### src/rtl/core/upd_pkg.sv
`default_nettype none

package upd_pkg;

    localparam int BYTE_W   = 8;
    localparam int STATUS_W = 2;
    localparam int DIGIT_W  = 4;

    // Decoder position within the current string
    typedef enum logic [1:0] {
        MODE_PLAIN   = 2'd0,
        MODE_FIRST   = 2'd1,
        MODE_SECOND  = 2'd2,
        MODE_DISCARD = 2'd3
    } t_mode;

    // Result word kind
    typedef enum logic [STATUS_W-1:0] {
        ST_DATA  = 2'd0,
        ST_OK    = 2'd1,
        ST_ERROR = 2'd2
    } t_status;

    // Result of decoding one byte, handed to the output register
    typedef struct packed {
        logic              valid;
        logic [BYTE_W-1:0] data;
        t_status           status;
    } t_result;

    localparam logic [BYTE_W-1:0] C_NUL        = 8'h00;
    localparam logic [BYTE_W-1:0] C_PERCENT    = 8'h25;
    localparam logic [BYTE_W-1:0] C_QUESTION   = 8'h3F;
    localparam logic [BYTE_W-1:0] C_HASH       = 8'h23;
    localparam logic [BYTE_W-1:0] C_CHAR_ZERO  = 8'h30;
    localparam logic [BYTE_W-1:0] C_CHAR_A     = 8'h41;
    localparam logic [BYTE_W-1:0] C_ASCII_TOP  = 8'h7F;
    localparam logic [BYTE_W-1:0] C_CASE_MASK  = 8'hDF;
    localparam logic [BYTE_W-1:0] C_TEN        = 8'd10;
    localparam logic [BYTE_W-1:0] C_PRINT_LO   = 8'd32;
    localparam logic [BYTE_W-1:0] C_PRINT_HI   = 8'd126;

    // Hex digit value, modulo 256; letters fold to upper case first
    function automatic logic [BYTE_W-1:0] digit_value(input logic [BYTE_W-1:0] b);
        logic [BYTE_W-1:0] folded;
        folded = b & C_CASE_MASK;
        if (b >= C_CHAR_A && b <= C_ASCII_TOP) begin
            return folded - C_CHAR_A + C_TEN;
        end
        return b - C_CHAR_ZERO;
    endfunction

endpackage

`default_nettype wire

### src/rtl/core/upd_in_stage.sv
`default_nettype none

module upd_in_stage (
    input  wire logic                       i_clk,
    input  wire logic                       i_rst_n,
    input  wire logic                       i_valid,
    output logic                            o_ready,
    input  wire logic [upd_pkg::BYTE_W-1:0] i_byte,
    input  wire logic                       i_take,
    output logic                            o_valid,
    output logic      [upd_pkg::BYTE_W-1:0] o_byte
);
    import upd_pkg::*;

    logic              r_valid;
    logic [BYTE_W-1:0] r_byte;
    logic              n_valid;
    logic              w_load;

    // Accept when empty or when the held word moves on this cycle
    assign o_ready = !r_valid || i_take;
    assign w_load  = i_valid && o_ready;

    always_comb begin
        n_valid = r_valid;
        if (w_load) begin
            n_valid = 1'b1;
        end else if (i_take) begin
            n_valid = 1'b0;
        end
    end

    always_ff @(posedge i_clk) begin
        if (!i_rst_n) begin
            r_valid <= 1'b0;
        end else begin
            r_valid <= n_valid;
        end
    end

    always_ff @(posedge i_clk) begin
        if (w_load) begin
            r_byte <= i_byte;
        end
    end

    assign o_valid = r_valid;
    assign o_byte  = r_byte;

endmodule

`default_nettype wire

### src/rtl/core/upd_decode.sv
`default_nettype none

module upd_decode (
    input  wire logic                       i_clk,
    input  wire logic                       i_rst_n,
    input  wire logic                       i_step,
    input  wire logic [upd_pkg::BYTE_W-1:0] i_byte,
    output upd_pkg::t_result                o_res
);
    import upd_pkg::*;

    t_mode              r_mode;
    t_mode              n_mode;
    logic [DIGIT_W-1:0] r_high;
    logic [DIGIT_W-1:0] n_high;
    logic [BYTE_W-1:0]  w_digit;
    logic [BYTE_W-1:0]  w_value;
    logic               w_nul;

    assign w_digit = digit_value(i_byte);
    assign w_value = {r_high, {DIGIT_W{1'b0}}} + w_digit;
    assign w_nul   = (i_byte == C_NUL);

    always_ff @(posedge i_clk) begin
        if (!i_rst_n) begin
            r_mode <= MODE_PLAIN;
            r_high <= '0;
        end else if (i_step) begin
            r_mode <= n_mode;
            r_high <= n_high;
        end
    end

    always_comb begin
        n_mode       = r_mode;
        n_high       = r_high;
        o_res.valid  = 1'b0;
        o_res.data   = '0;
        o_res.status = ST_DATA;
        case (r_mode)
            MODE_PLAIN: begin
                if (w_nul) begin
                    o_res.valid  = 1'b1;
                    o_res.status = ST_OK;
                end else if (i_byte == C_PERCENT) begin
                    n_mode = MODE_FIRST;
                end else if (i_byte == C_QUESTION || i_byte == C_HASH) begin
                    n_mode       = MODE_DISCARD;
                    o_res.valid  = 1'b1;
                    o_res.status = ST_OK;
                end else begin
                    o_res.valid = 1'b1;
                    o_res.data  = i_byte;
                end
            end
            MODE_FIRST: begin
                if (w_nul) begin
                    n_mode       = MODE_PLAIN;
                    o_res.valid  = 1'b1;
                    o_res.status = ST_ERROR;
                end else begin
                    n_high = w_digit[DIGIT_W-1:0];
                    n_mode = MODE_SECOND;
                end
            end
            MODE_SECOND: begin
                o_res.valid = 1'b1;
                if (w_nul) begin
                    n_mode       = MODE_PLAIN;
                    o_res.status = ST_ERROR;
                end else if (w_value < C_PRINT_LO || w_value > C_PRINT_HI) begin
                    n_mode       = MODE_DISCARD;
                    o_res.status = ST_ERROR;
                end else begin
                    n_mode     = MODE_PLAIN;
                    o_res.data = w_value;
                end
            end
            MODE_DISCARD: begin
                // drop everything up to the terminator
                if (w_nul) begin
                    n_mode = MODE_PLAIN;
                end
            end
            default: begin
                n_mode = MODE_PLAIN;
            end
        endcase
    end

endmodule

`default_nettype wire

### src/rtl/core/upd_out_stage.sv
`default_nettype none

module upd_out_stage (
    input  wire logic                         i_clk,
    input  wire logic                         i_rst_n,
    input  wire logic                         i_load,
    input  wire upd_pkg::t_result             i_res,
    output logic                              o_free,
    output logic                              o_valid,
    input  wire logic                         i_ready,
    output logic      [upd_pkg::BYTE_W-1:0]   o_byte,
    output logic      [upd_pkg::STATUS_W-1:0] o_status
);
    import upd_pkg::*;

    logic                r_valid;
    logic                n_valid;
    logic [BYTE_W-1:0]   r_byte;
    logic [STATUS_W-1:0] r_status;

    // Slot is free when empty or drained this cycle
    assign o_free = !r_valid || i_ready;

    always_comb begin
        n_valid = r_valid;
        if (i_load) begin
            n_valid = 1'b1;
        end else if (i_ready) begin
            n_valid = 1'b0;
        end
    end

    always_ff @(posedge i_clk) begin
        if (!i_rst_n) begin
            r_valid <= 1'b0;
        end else begin
            r_valid <= n_valid;
        end
    end

    always_ff @(posedge i_clk) begin
        if (i_load) begin
            r_byte   <= i_res.data;
            r_status <= i_res.status;
        end
    end

    assign o_valid  = r_valid;
    assign o_byte   = r_byte;
    assign o_status = r_status;

endmodule

`default_nettype wire

### src/rtl/core/uri_percent_decoder_unit.sv
// URI percent decoder.
// Input channel (i_valid / o_ready / i_in_byte) carries one byte of an escaped
// URI string per word; a zero byte terminates the string. Output channel
// (o_valid / i_ready / o_out_byte / o_status) carries zero or one word per
// input byte: status 0 is a data byte, 1 ends the string with success, 2 ends
// it with an illegal escape (o_out_byte is zero for both end codes).
// A '%' and the first hex digit produce no word; the second digit produces
// the decoded byte. After '?', '#' or an illegal escape the decoder drops
// bytes up to the next zero byte, which starts a new string.
// An accepted byte lands in the input register, is decoded combinationally and is
// written to the output register, where its word waits for the receiver.
// Throughput: one byte per cycle while the receiver does not stall, set by the
// single decode step between the registers.
// Reset (i_rst_n low, synchronous) empties both registers and returns the
// decoder to plain mode at the start of a string.
// When the receiver stalls, the output register holds its word; the input
// register still advances bytes that produce no word, and once a byte that
// does is waiting, o_ready drops until the output register drains.
`default_nettype none

module uri_percent_decoder_unit (
    input  wire logic                         i_clk,
    input  wire logic                         i_rst_n,
    input  wire logic                         i_valid,
    output logic                              o_ready,
    input  wire logic [upd_pkg::BYTE_W-1:0]   i_in_byte,
    output logic                              o_valid,
    input  wire logic                         i_ready,
    output logic      [upd_pkg::BYTE_W-1:0]   o_out_byte,
    output logic      [upd_pkg::STATUS_W-1:0] o_status
);
    import upd_pkg::*;

    logic              w_held_valid;
    logic [BYTE_W-1:0] w_held_byte;
    logic              w_step;
    logic              w_out_free;
    t_result           w_res;

    // Hold the incoming byte
    upd_in_stage u_in_stage (
        .i_clk   (i_clk),
        .i_rst_n (i_rst_n),
        .i_valid (i_valid),
        .o_ready (o_ready),
        .i_byte  (i_in_byte),
        .i_take  (w_step),
        .o_valid (w_held_valid),
        .o_byte  (w_held_byte)
    );

    // Decode the held byte against the current mode
    upd_decode u_decode (
        .i_clk   (i_clk),
        .i_rst_n (i_rst_n),
        .i_step  (w_step),
        .i_byte  (w_held_byte),
        .o_res   (w_res)
    );

    // Advance the held byte when it yields no word or the output slot is free
    assign w_step = w_held_valid && (!w_res.valid || w_out_free);

    // Hold the result word until the receiver takes it
    upd_out_stage u_out_stage (
        .i_clk    (i_clk),
        .i_rst_n  (i_rst_n),
        .i_load   (w_step && w_res.valid),
        .i_res    (w_res),
        .o_free   (w_out_free),
        .o_valid  (o_valid),
        .i_ready  (i_ready),
        .o_byte   (o_out_byte),
        .o_status (o_status)
    );

endmodule

`default_nettype wire

### config.mk
export PLATFORM = sky130hd
export DESIGN_NAME = uri_percent_decoder_unit
export DESIGN_NICKNAME = d
export VERILOG_FILES = /design/src/rtl/core/upd_pkg.sv /design/src/rtl/core/upd_in_stage.sv /design/src/rtl/core/upd_decode.sv /design/src/rtl/core/upd_out_stage.sv /design/src/rtl/core/uri_percent_decoder_unit.sv
export SDC_FILE = /design/constraint.sdc
export NUM_CORES = 1
export LEC_CHECK = 0
export BUFFER_PORTS_ARGS = -buffer_cell sky130_fd_sc_hd__buf_2
export CAP_MARGIN = 0
export CORE_MARGIN = 10
export CORE_UTILIZATION = 60
export CTS_CLUSTER_SIZE = 40
export DETAILED_ROUTE_END_ITERATION = 6
export PLACE_DENSITY = 0.8
export SETUP_SLACK_MARGIN = 0.05
export SYNTH_ARGS = -nofsm -noshare
export SYNTH_HDL_FRONTEND = slang
export SYNTH_SLANG_ARGS = --single-unit
### constraint.sdc
create_clock -name i_clk -period 11.54 [get_ports i_clk]
set_input_delay 1.731 -clock i_clk [delete_from_list [all_inputs] [get_ports i_clk]]
set_output_delay 1.731 -clock i_clk [all_outputs]
set_load 0.01 [all_outputs]
; After elaboration in Yosys (flattened, before gate mapping)
; Index checks and enable logic that the tools add are counted.
[totals]
output_inout_bits = 12
regBits = 26
[op_classes]
addsub = 4
n_eq_ne = 9
n_mux = 30
n_reduce_logical = 18
bitwise = 1
n_lt_le_gt_ge = 4
[ops]
columns = op, n
row1 = 2-to-1 mux 8 bit, 6
row2 = equality test 8 x 6 -> 1 bit (second input constant), 3
row3 = 2-to-1 mux 2 bit, 11
row4 = one-hot mux 8 bit (2 select lines), 1
row5 = 2-to-1 mux 11 bit, 1
row6 = adder 8 x 4 -> 8 bit (second input constant), 1
row7 = adder 8 bit, 1
row8 = greater-or-equal comparator 8 x 7 -> 1 bit (second input constant), 1
row9 = greater-than comparator 8 x 7 -> 1 bit (second input constant), 1
row10 = <= comparator 8 x 7 -> 1 bit (second input constant), 1
row11 = zero test 8 bit, 1
row12 = < comparator 8 x 6 -> 1 bit (second input constant), 1
row13 = 2-to-1 mux 1 bit, 8
row14 = one-hot mux 2 bit (4 select lines), 1
row15 = subtractor 8 x 6 -> 8 bit (second input constant), 1
row16 = subtractor 8 x 7 -> 8 bit (second input constant), 1
row17 = one-hot mux 2 bit (3 select lines), 1
row18 = logical OR 1 bit, 5
row19 = equality test 2 bit (second input constant), 2
row20 = logical AND 1 bit, 4
row21 = AND reduction 4 bit, 1
row22 = nonzero test 2 bit, 2
row23 = zero test 1 bit, 3
row24 = != test 3 x 1 -> 1 bit (second input constant), 1
row25 = other kinds (7), 7

; Depth between registers and ports, before layout
; Gate-level depths: netlist (run 1).
[depth]
ltp_word = 12
ltp_mapped = 16
ltp_nobuf = 16

; Cells and area by module
; A second synthesis (run 1) with hierarchy kept.
[unflattened]
hier_cells = 171
area_unflattened_um2 = 1840.5
[modules_own_cells]
columns = mod, area_each_um2, seq_area_each_um2, cells_each, n_inst
row1 = upd_decode, 1174.9, 120.1, 141, 1
row2 = upd_out_stage, 349.1, 320.3, 14, 1
row3 = upd_in_stage, 297.8, 260.2, 13, 1
row4 = uri_percent_decoder_unit, 18.8, 0.0, 3, 1

; Worst setup path before layout (run 1)
; OpenSTA, ideal clock, no wires.
[synth_timing]
kind = reg2reg
startpoint = reg u_in_stage.r_byte[0], in the netlist u_in_stage.o_byte[0]
endpoint = reg u_out_stage.r_status[1], in the netlist u_out_stage.o_status[1] (data pin)
t_arrival_ns = 3.738
stages_incl_launch_ff = 17
path_slack_ns = 7.545
required_time_ns = 11.284
path_buffers = 0
period_less_slack_ns = 3.995
path_cell_list = edfxtp_1 -> inv_1 -> ha_1 -> or4b_4 -> a311o_1 -> nand2_1 -> a211o_1 -> xnor2_1 -> ha_1 -> inv_1 -> fa_1 -> xor2_1 -> and2_0 -> a221o_1 -> a41oi_4 -> nand2_1 -> a22o_1
[synth_lines]
columns = item, line_no
row1 = start: declaration, upd_in_stage.sv:16  ; logic [BYTE_W-1:0] r_byte;
row2 = start signal: assignment, upd_in_stage.sv:43  ; r_byte <= i_byte;
row3 = end signal: assignment, upd_out_stage.sv:44  ; r_status <= i_res.status;
row4 = end: declaration, upd_out_stage.sv:19  ; logic [STATUS_W-1:0] r_status;

==> results of run 1 <==
metal layers:
layer | global-route usage, % | share of wire (%)
met1 | 17.6 | 41
met2 | 23.4 | 47
met4 | 9.92 | 3.7
met5 | 0 | 0
met3 | 2.45 | 8.3
per-stage QoR:
step,util [%],setup slack [ns]
floorplan,-,7.55
finish,68.4,7.09
global placement,66.6,7.36
detailed placement,66.6,7.23
CTS,68.4,7.18
global route,68.4,6.90
layout make-up:
| cell class | count | area [um^2] |
|---|---|---|
| multi-input combinational | 126 | 918 |
| inverter | 13 | 48.8 |
| sequential | 26 | 701 |
| timing repair buffer | 23 | 115 |
| tap | 31 | 38.8 |
| fill | 192 | 865 |
| clock buffer | 4 | 47.5 |
sequential cells by signal, indices dropped and copies added (netlist names):
| name | flops |
|---|---|
| u_out_stage.o_byte | 8 |
| u_out_stage.o_valid | 1 |
| u_decode.r_mode | 2 |
| u_in_stage.o_valid | 1 |
| u_out_stage.o_status | 2 |
| u_decode.r_high | 4 |
| u_in_stage.o_byte | 8 |
placed cells by master (no fill, tap or decap), drive strengths merged, types with 3 or more instances in the layout:
| cell type | instances |
|---|---|
| and3 | 4 |
| nand3 | 5 |
| and2 | 3 |
| o211a | 4 |
| nor2 | 6 |
| edfxtp | 18 |
| buf | 23 |
| a21oi | 5 |
| nor2b | 5 |
| ha | 13 |
| xnor2 | 4 |
| nor3b | 4 |
| o211ai | 3 |
| inv | 13 |
| o21ai | 14 |
| nand4 | 3 |
| nand2 | 21 |
| dfxtp | 8 |
| xor2 | 3 |
| clkbuf | 4 |
worst paths after layout:
path	startpoint	endpoint	depth (start not counted)
worst min-delay path	u_in_stage.o_valid	u_decode.r_mode[1]	2
worst max-delay path	u_in_stage.o_byte[0]	u_out_stage.o_status[1]	15
worst min register to register	u_in_stage.o_valid	u_decode.r_mode[1]	2
worst max register to register	u_in_stage.o_byte[0]	u_out_stage.o_status[1]	15
power groups by stage:
stage          logic [uW]  registers [uW]  clock network, uW
4_1_cts              32.5             108               55.4
3_5_place_dp         32.2             110                  0
5_1_grt              36.3             109               56.7
3_3_place_gp         31.2             110                  0
6_report             32.9             108               54.5
2_1_floorplan        23.6             109                  0
kinds of logic (layout without fill, tap and decap cells):
kind of cell	Yosys count	count (layout)
flops	26	26
compound gates	47	47
fa+ha+maj	14	14
simple gates	57	57
xor+xnor	7	7
mux	1	1
buf+inv	18	40
critical path: cells and delay by family (launching register included):
family,cells,cell delay [ns]
buf+inv,1,0.19
compound gates,7,1.96
flops,1,0.52
simple gates,4,0.90
fa+ha+maj,2,0.51
xor+xnor,1,0.14
==> impl_metrics.json, run 1 <==
{
  "drcViolationCount": 0,
  "synthToLayoutAreaGrowth_pct": 10.3,
  "synth_xor_area_share_pct": 3.62,
  "synthMuxAreaShare_pct": 0.591,
  "ctsResizeCount": 0,
  "ys_dominant_reg_cell": "edfxtp_1",
  "finalSetupViolCount": 0,
  "p_int_uw": 144,
  "slew_viol_final": 0,
  "drt_wl_total_mm": 3.88,
  "rows": 19,
  "netlist_area_mm2": 0.00169,
  "drt_pass1_iterations": 6,
  "port_buffers": 23,
  "htree_levels": 1,
  "synthAdderAreaFrac_pct": 10.8,
  "crit_slowest_cell": "edfxtp_1",
  "max_slew_margin_pct": 47.5,
  "syn_nets": 196,
  "max-cap-violations": 0,
  "cp_data_arrival_time_ns": 4.55,
  "yosysTopAreaCellShare_pct": 31.9,
  "grt_pass1_vias": 1392,
  "dp.final_hpwl_mm": 3.03,
  "grt_overflow_total": 0,
  "antenna_found_initial": 0,
  "initial_core_util_pct": 62.0,
  "clock_path_buffers": 2,
  "ys_ff_latch": 26,
  "timing.hold.ws_ns": 0.553,
  "combPwrFrac_pct": 16.8,
  "core_mm2": 0.00273,
  "rsz0062_at_grt": "false",
  "track_usage_pct": 14.7,
  "antenna_left": 0,
  "dpl.cell_count": 219,
  "p_leak_uw": 0.000809,
  "dieWidth_um": 73.1,
  "finalNonFillerCells": 223,
  "power_frac_clock_pct": 27.8,
  "die_area_mm2": 0.00535,
  "max_freq_mhz": 225,
  "synth_area_leaders": "edfxtp_1 (32%), ha_1 (9.6%), dfxtp_1 (9.5%), nand2_1 (4.4%), o21ai_1 (2.7%)",
  "netlist_instances": 170,
  "synth_top_area_cell": "edfxtp_1",
  "synth_cell_types": 49,
  "period_share_pct": 38.5,
  "cp-end-kind": "flop",
  "postCtsSetupRepairBufs": 0,
  "p_total_uw": 196,
  "cts_tree": "yes",
  "placed_area_mm2": 0.00182,
  "slowest_delay_ns": 0.52,
  "yosys.area_share.simple_pct": 18.0,
  "hold_buffers": 0,
  "synth-seq-area-share_pct": 41.4,
  "num_vias": 1404,
  "grt_pass1_wl_mm": 6.40,
  "cts_root_buf": "clkbuf_4",
  "power_density_mw_per_mm2": 105,
  "synthArstFlopShare_pct": 0,
  "clock_latency_ns": 0.33,
  "routed_via_density": 6.30,
  "yosys-top-cells-count": "nand2_1 (20), edfxtp_1 (18), ha_1 (13)",
  "hold_path_class": "flop to flop",
  "avgSynthCellArea_um2": 9.97,
  "seq_power_share_pct": 55.3,
  "cts_buffers": 3,
  "synth_most_common_cell": "nand2_1",
  "tightestPinTransition_ns": 0.785,
  "skew_ns": 0.00823,
  "crit_type": "flop to flop",
  "yosys_warnings": 0,
  "layout.nets": 219,
  "cp_max_fo": 7,
  "cp-start-kind": "flop",
  "n_antenna_cell": 0,
  "drive_above_1_share_pct": 16.7,
  "fin_crit_ns": 4.45,
  "synth-edff-count": 18,
  "path_cells": "inv_1 > ha_1 > or4b_4 > a311o_1 > nand2_1 > nand2_1 > xnor2_1 > ha_1 > a21oi_1 > a21oi_1 > o221a_2 > a221o_1 > a41oi_4 > nand2_1 > a22o_1",
  "path_common_cell": "nand2_1",
  "synth-compound-area-share_pct": 21.2,
  "synth_top_family_by_area": "compound AO/OA/AOI/OAI gates",
  "p_switching_uw": 51.9,
  "die_y_um": 73.1,
  "hold_viol_final": 0,
  "outcome": "completed",
  "tns_ns": 0,
  "clkSlewWorstSetupHoldPaths_ns": 0.15,
  "netSwitchingFraction_pct": 26.5,
  "wl_per_cell_um": 17.4,
  "required_ns": 11.64,
  "grt_max_degree": 16,
  "peakVddDrop_v": 0.0000917,
  "reg2reg_slack_ns": 7.09,
  "cts_sinks": 26,
  "ios": 24,
  "drtIter0Drc": 99,
  "post-route-cell-area_mm2": 0.00187,
  "gp_congestion": 0.983
}
Note: power is estimated with default switching activity, not from simulation.
==> run 2: changes to the inputs <==
Settings changed: CORE_UTILIZATION 60 to 57, PLACE_DENSITY 0.8 to 0.76.
Clock period 11.54 ns to 4.2 ns, I/O delays scaled along.
==> run 2 against run 1 <==
  * Clock-buffer cell count decreased by 1
  * Wire length increased by 4.6%
  * Design area increased by 7.8%
  * Die area increased by 3.8%
  * First-iteration DRC count increased by 53%
  * Critical path type unchanged
  * Critical endpoint unchanged
==> impl_metrics.json, run 2 (synthesized netlist as in run 1, its figures left out) <==
{
  "layout.nets": 235,
  "wl_per_cell_um": 17.0,
  "period_share_pct": 96.8,
  "finalSetupViolCount": 0,
  "cp-end-kind": "flop",
  "clock_latency_ns": 0.33,
  "initial_core_util_pct": 60.4,
  "num_vias": 1477,
  "drtIter0Drc": 151,
  "cp-start-kind": "flop",
  "drt_wl_total_mm": 4.06,
  "p_total_uw": 575,
  "p_leak_uw": 0.000891,
  "post-route-cell-area_mm2": 0.00202,
  "grt_pass1_vias": 1416,
  "antenna_left": 0,
  "power_density_mw_per_mm2": 285,
  "die_area_mm2": 0.00555,
  "crit_type": "flop to flop",
  "die_y_um": 74.5,
  "final-seq-area_um2": 701,
  "worstRegToRegCells": 16,
  "reg2reg_to": "u_out_stage.o_status[1]",
  "finalWorstSetupSlack_ns": 0.133,
  "peakVddDrop_v": 0.000178,
  "clock_path_buffers": 2,
  "drive_above_1_share_pct": 26.4,
  "drt_pass1_iterations": 4,
  "antenna_found_initial": 0,
  "cts_root_buf": "clkbuf_4",
  "worstSetupEndpoint": "u_out_stage.o_status[1]",
  "dieWidth_um": 74.5,
  "htree_levels": 1,
  "gp_congestion": 0.936,
  "required_ns": 4.30,
  "skew_ns": 0.00820,
  "tightestPinTransition_ns": 0.807,
  "outcome": "completed",
  "n_fill_cell": 198,
  "core_mm2": 0.00281,
  "max_freq_mhz": 246,
  "drcViolationCount": 0,
  "reg2reg_slack_ns": 0.13,
  "routed_via_density": 6.18,
  "setup.worst_path.start": "u_in_stage.o_byte[0]",
  "cp_max_fo": 6,
  "multi_input_area_um2": 940,
  "slew_viol_final": 0,
  "synthToLayoutAreaGrowth_pct": 19.0,
  "placed_area_mm2": 0.00186,
  "cts_tree": "yes",
  "post-place-ws_ns": 0.0244,
  "port_buffers": 23,
  "cts_buffers": 3,
  "final_common_cell": "buf_2",
  "clkSlewWorstSetupHoldPaths_ns": 0.14,
  "hold_viol_final": 0,
  "hold_buffers": 0,
  "cts_sinks": 26,
  "fin_crit_ns": 4.07,
  "min_delay_path_depth": 1,
  "grt_overflow_total": 0,
  "max_slew_margin_pct": 46.1,
  "track_usage_pct": 14.4,
  "grt_pass1_wl_mm": 6.40,
  "rows": 19,
  "cp_data_arrival_time_ns": 4.16,
  "n_antenna_cell": 0,
  "r2r_start": "u_in_stage.o_byte[0]",
  "hold_path_class": "input port to flop",
  "ios": 24,
  "dp.final_hpwl_mm": 3.04,
  "max-cap-violations": 0,
  "grt_max_degree": 16,
  "final_cell_mix": "buf_2 (23), nand2_1 (19), edfxtp_1 (18), buf_4 (16)"
}
-- run 2: worst min-delay path by stage --
| stage | startpoint | slack (ns) | endpoint |
|---|---|---|---|
| after floorplan | u_decode.r_high[3] | 0.47 | u_decode.r_high[3] |
| after global placement | u_decode.r_high[3] | 0.49 | u_decode.r_high[3] |
| after detailed placement | u_decode.r_high[3] | 0.50 | u_decode.r_high[3] |
| after CTS | i_in_byte[7] | 0.46 | u_in_stage.o_byte[7] |
| after global routing | i_in_byte[6] | 0.45 | u_in_stage.o_byte[6] |
| final | i_in_byte[7] | 0.46 | u_in_stage.o_byte[7] |
-- run 2: layout make-up --
| type | count | share of cell area [%] |
|---|---|---|
| repair buffers | 39 | 11.7 |
| clock inverters | 1 | 1.49 |
| multi-input cells | 126 | 46.6 |
| inverters | 13 | 2.42 |
| clock buffers | 3 | 1.12 |
| well taps | 31 | 1.92 |
| flip-flops and latches | 26 | 34.8 |
-- run 2: metrics by stage --
| stage | hold WS [ns] | utilization, % | cells | TNS (ns) |
|---|---|---|---|---|
| global placement | 0.486 | 66.3 | 224 | 0 |
| detailed placement | 0.498 | 66.3 | 224 | 0 |
| floorplan | 0.472 | - | 170 | 0 |
| CTS | 0.459 | 69.0 | 231 | 0 |
| finish | 0.464 | 71.9 | 239 | 0 |
| global route | 0.451 | 71.9 | 239 | -0.0454 |
-- run 2: worst max-delay path, stage by stage (launching register included) --
cell and delay, ns:
edfxtp_1 0.49, inv_2 0.13, ha_1 0.15, or4b_4 0.47
a311o_1 0.38, nand2_2 0.12, a211o_1 0.14, xnor2_2 0.12
ha_2 0.20, inv_1 0.05, fa_1 0.39, xor2_1 0.18
and2_1 0.18, a221o_1 0.29, a41oi_4 0.27, nand2_1 0.08
a22o_1 0.20
-- run 2: timing repair --
item | 4_1_cts | 5_1_grt
buffers inserted | 3 | 8
gates resized for setup | 0 | 8
setup endpoints to repair | 1 | 9
pin swaps | 0 | 6
-- run 2: layer usage --
metal / GRT usage (%) / wire length, um / vias up / share of wire, %
met5: 0 / 0 / - / 0
met4: 7.56 / 119 / 0 / 2.9
met3: 3.46 / 415 / 10 / 10
met2: 24.0 / 1940 / 86 / 48
met1: 16.8 / 1580 / 675 / 39
li1: - / - / 706 / -
-- run 2: report_power, final --
group	internal [uW]	leakage, uW	total, uW	switching (uW)
combinational	48.7	0.000625	111	62.3
sequential	286	0.000238	293	7.60
clock	96.6	0.0000279	171	74.4
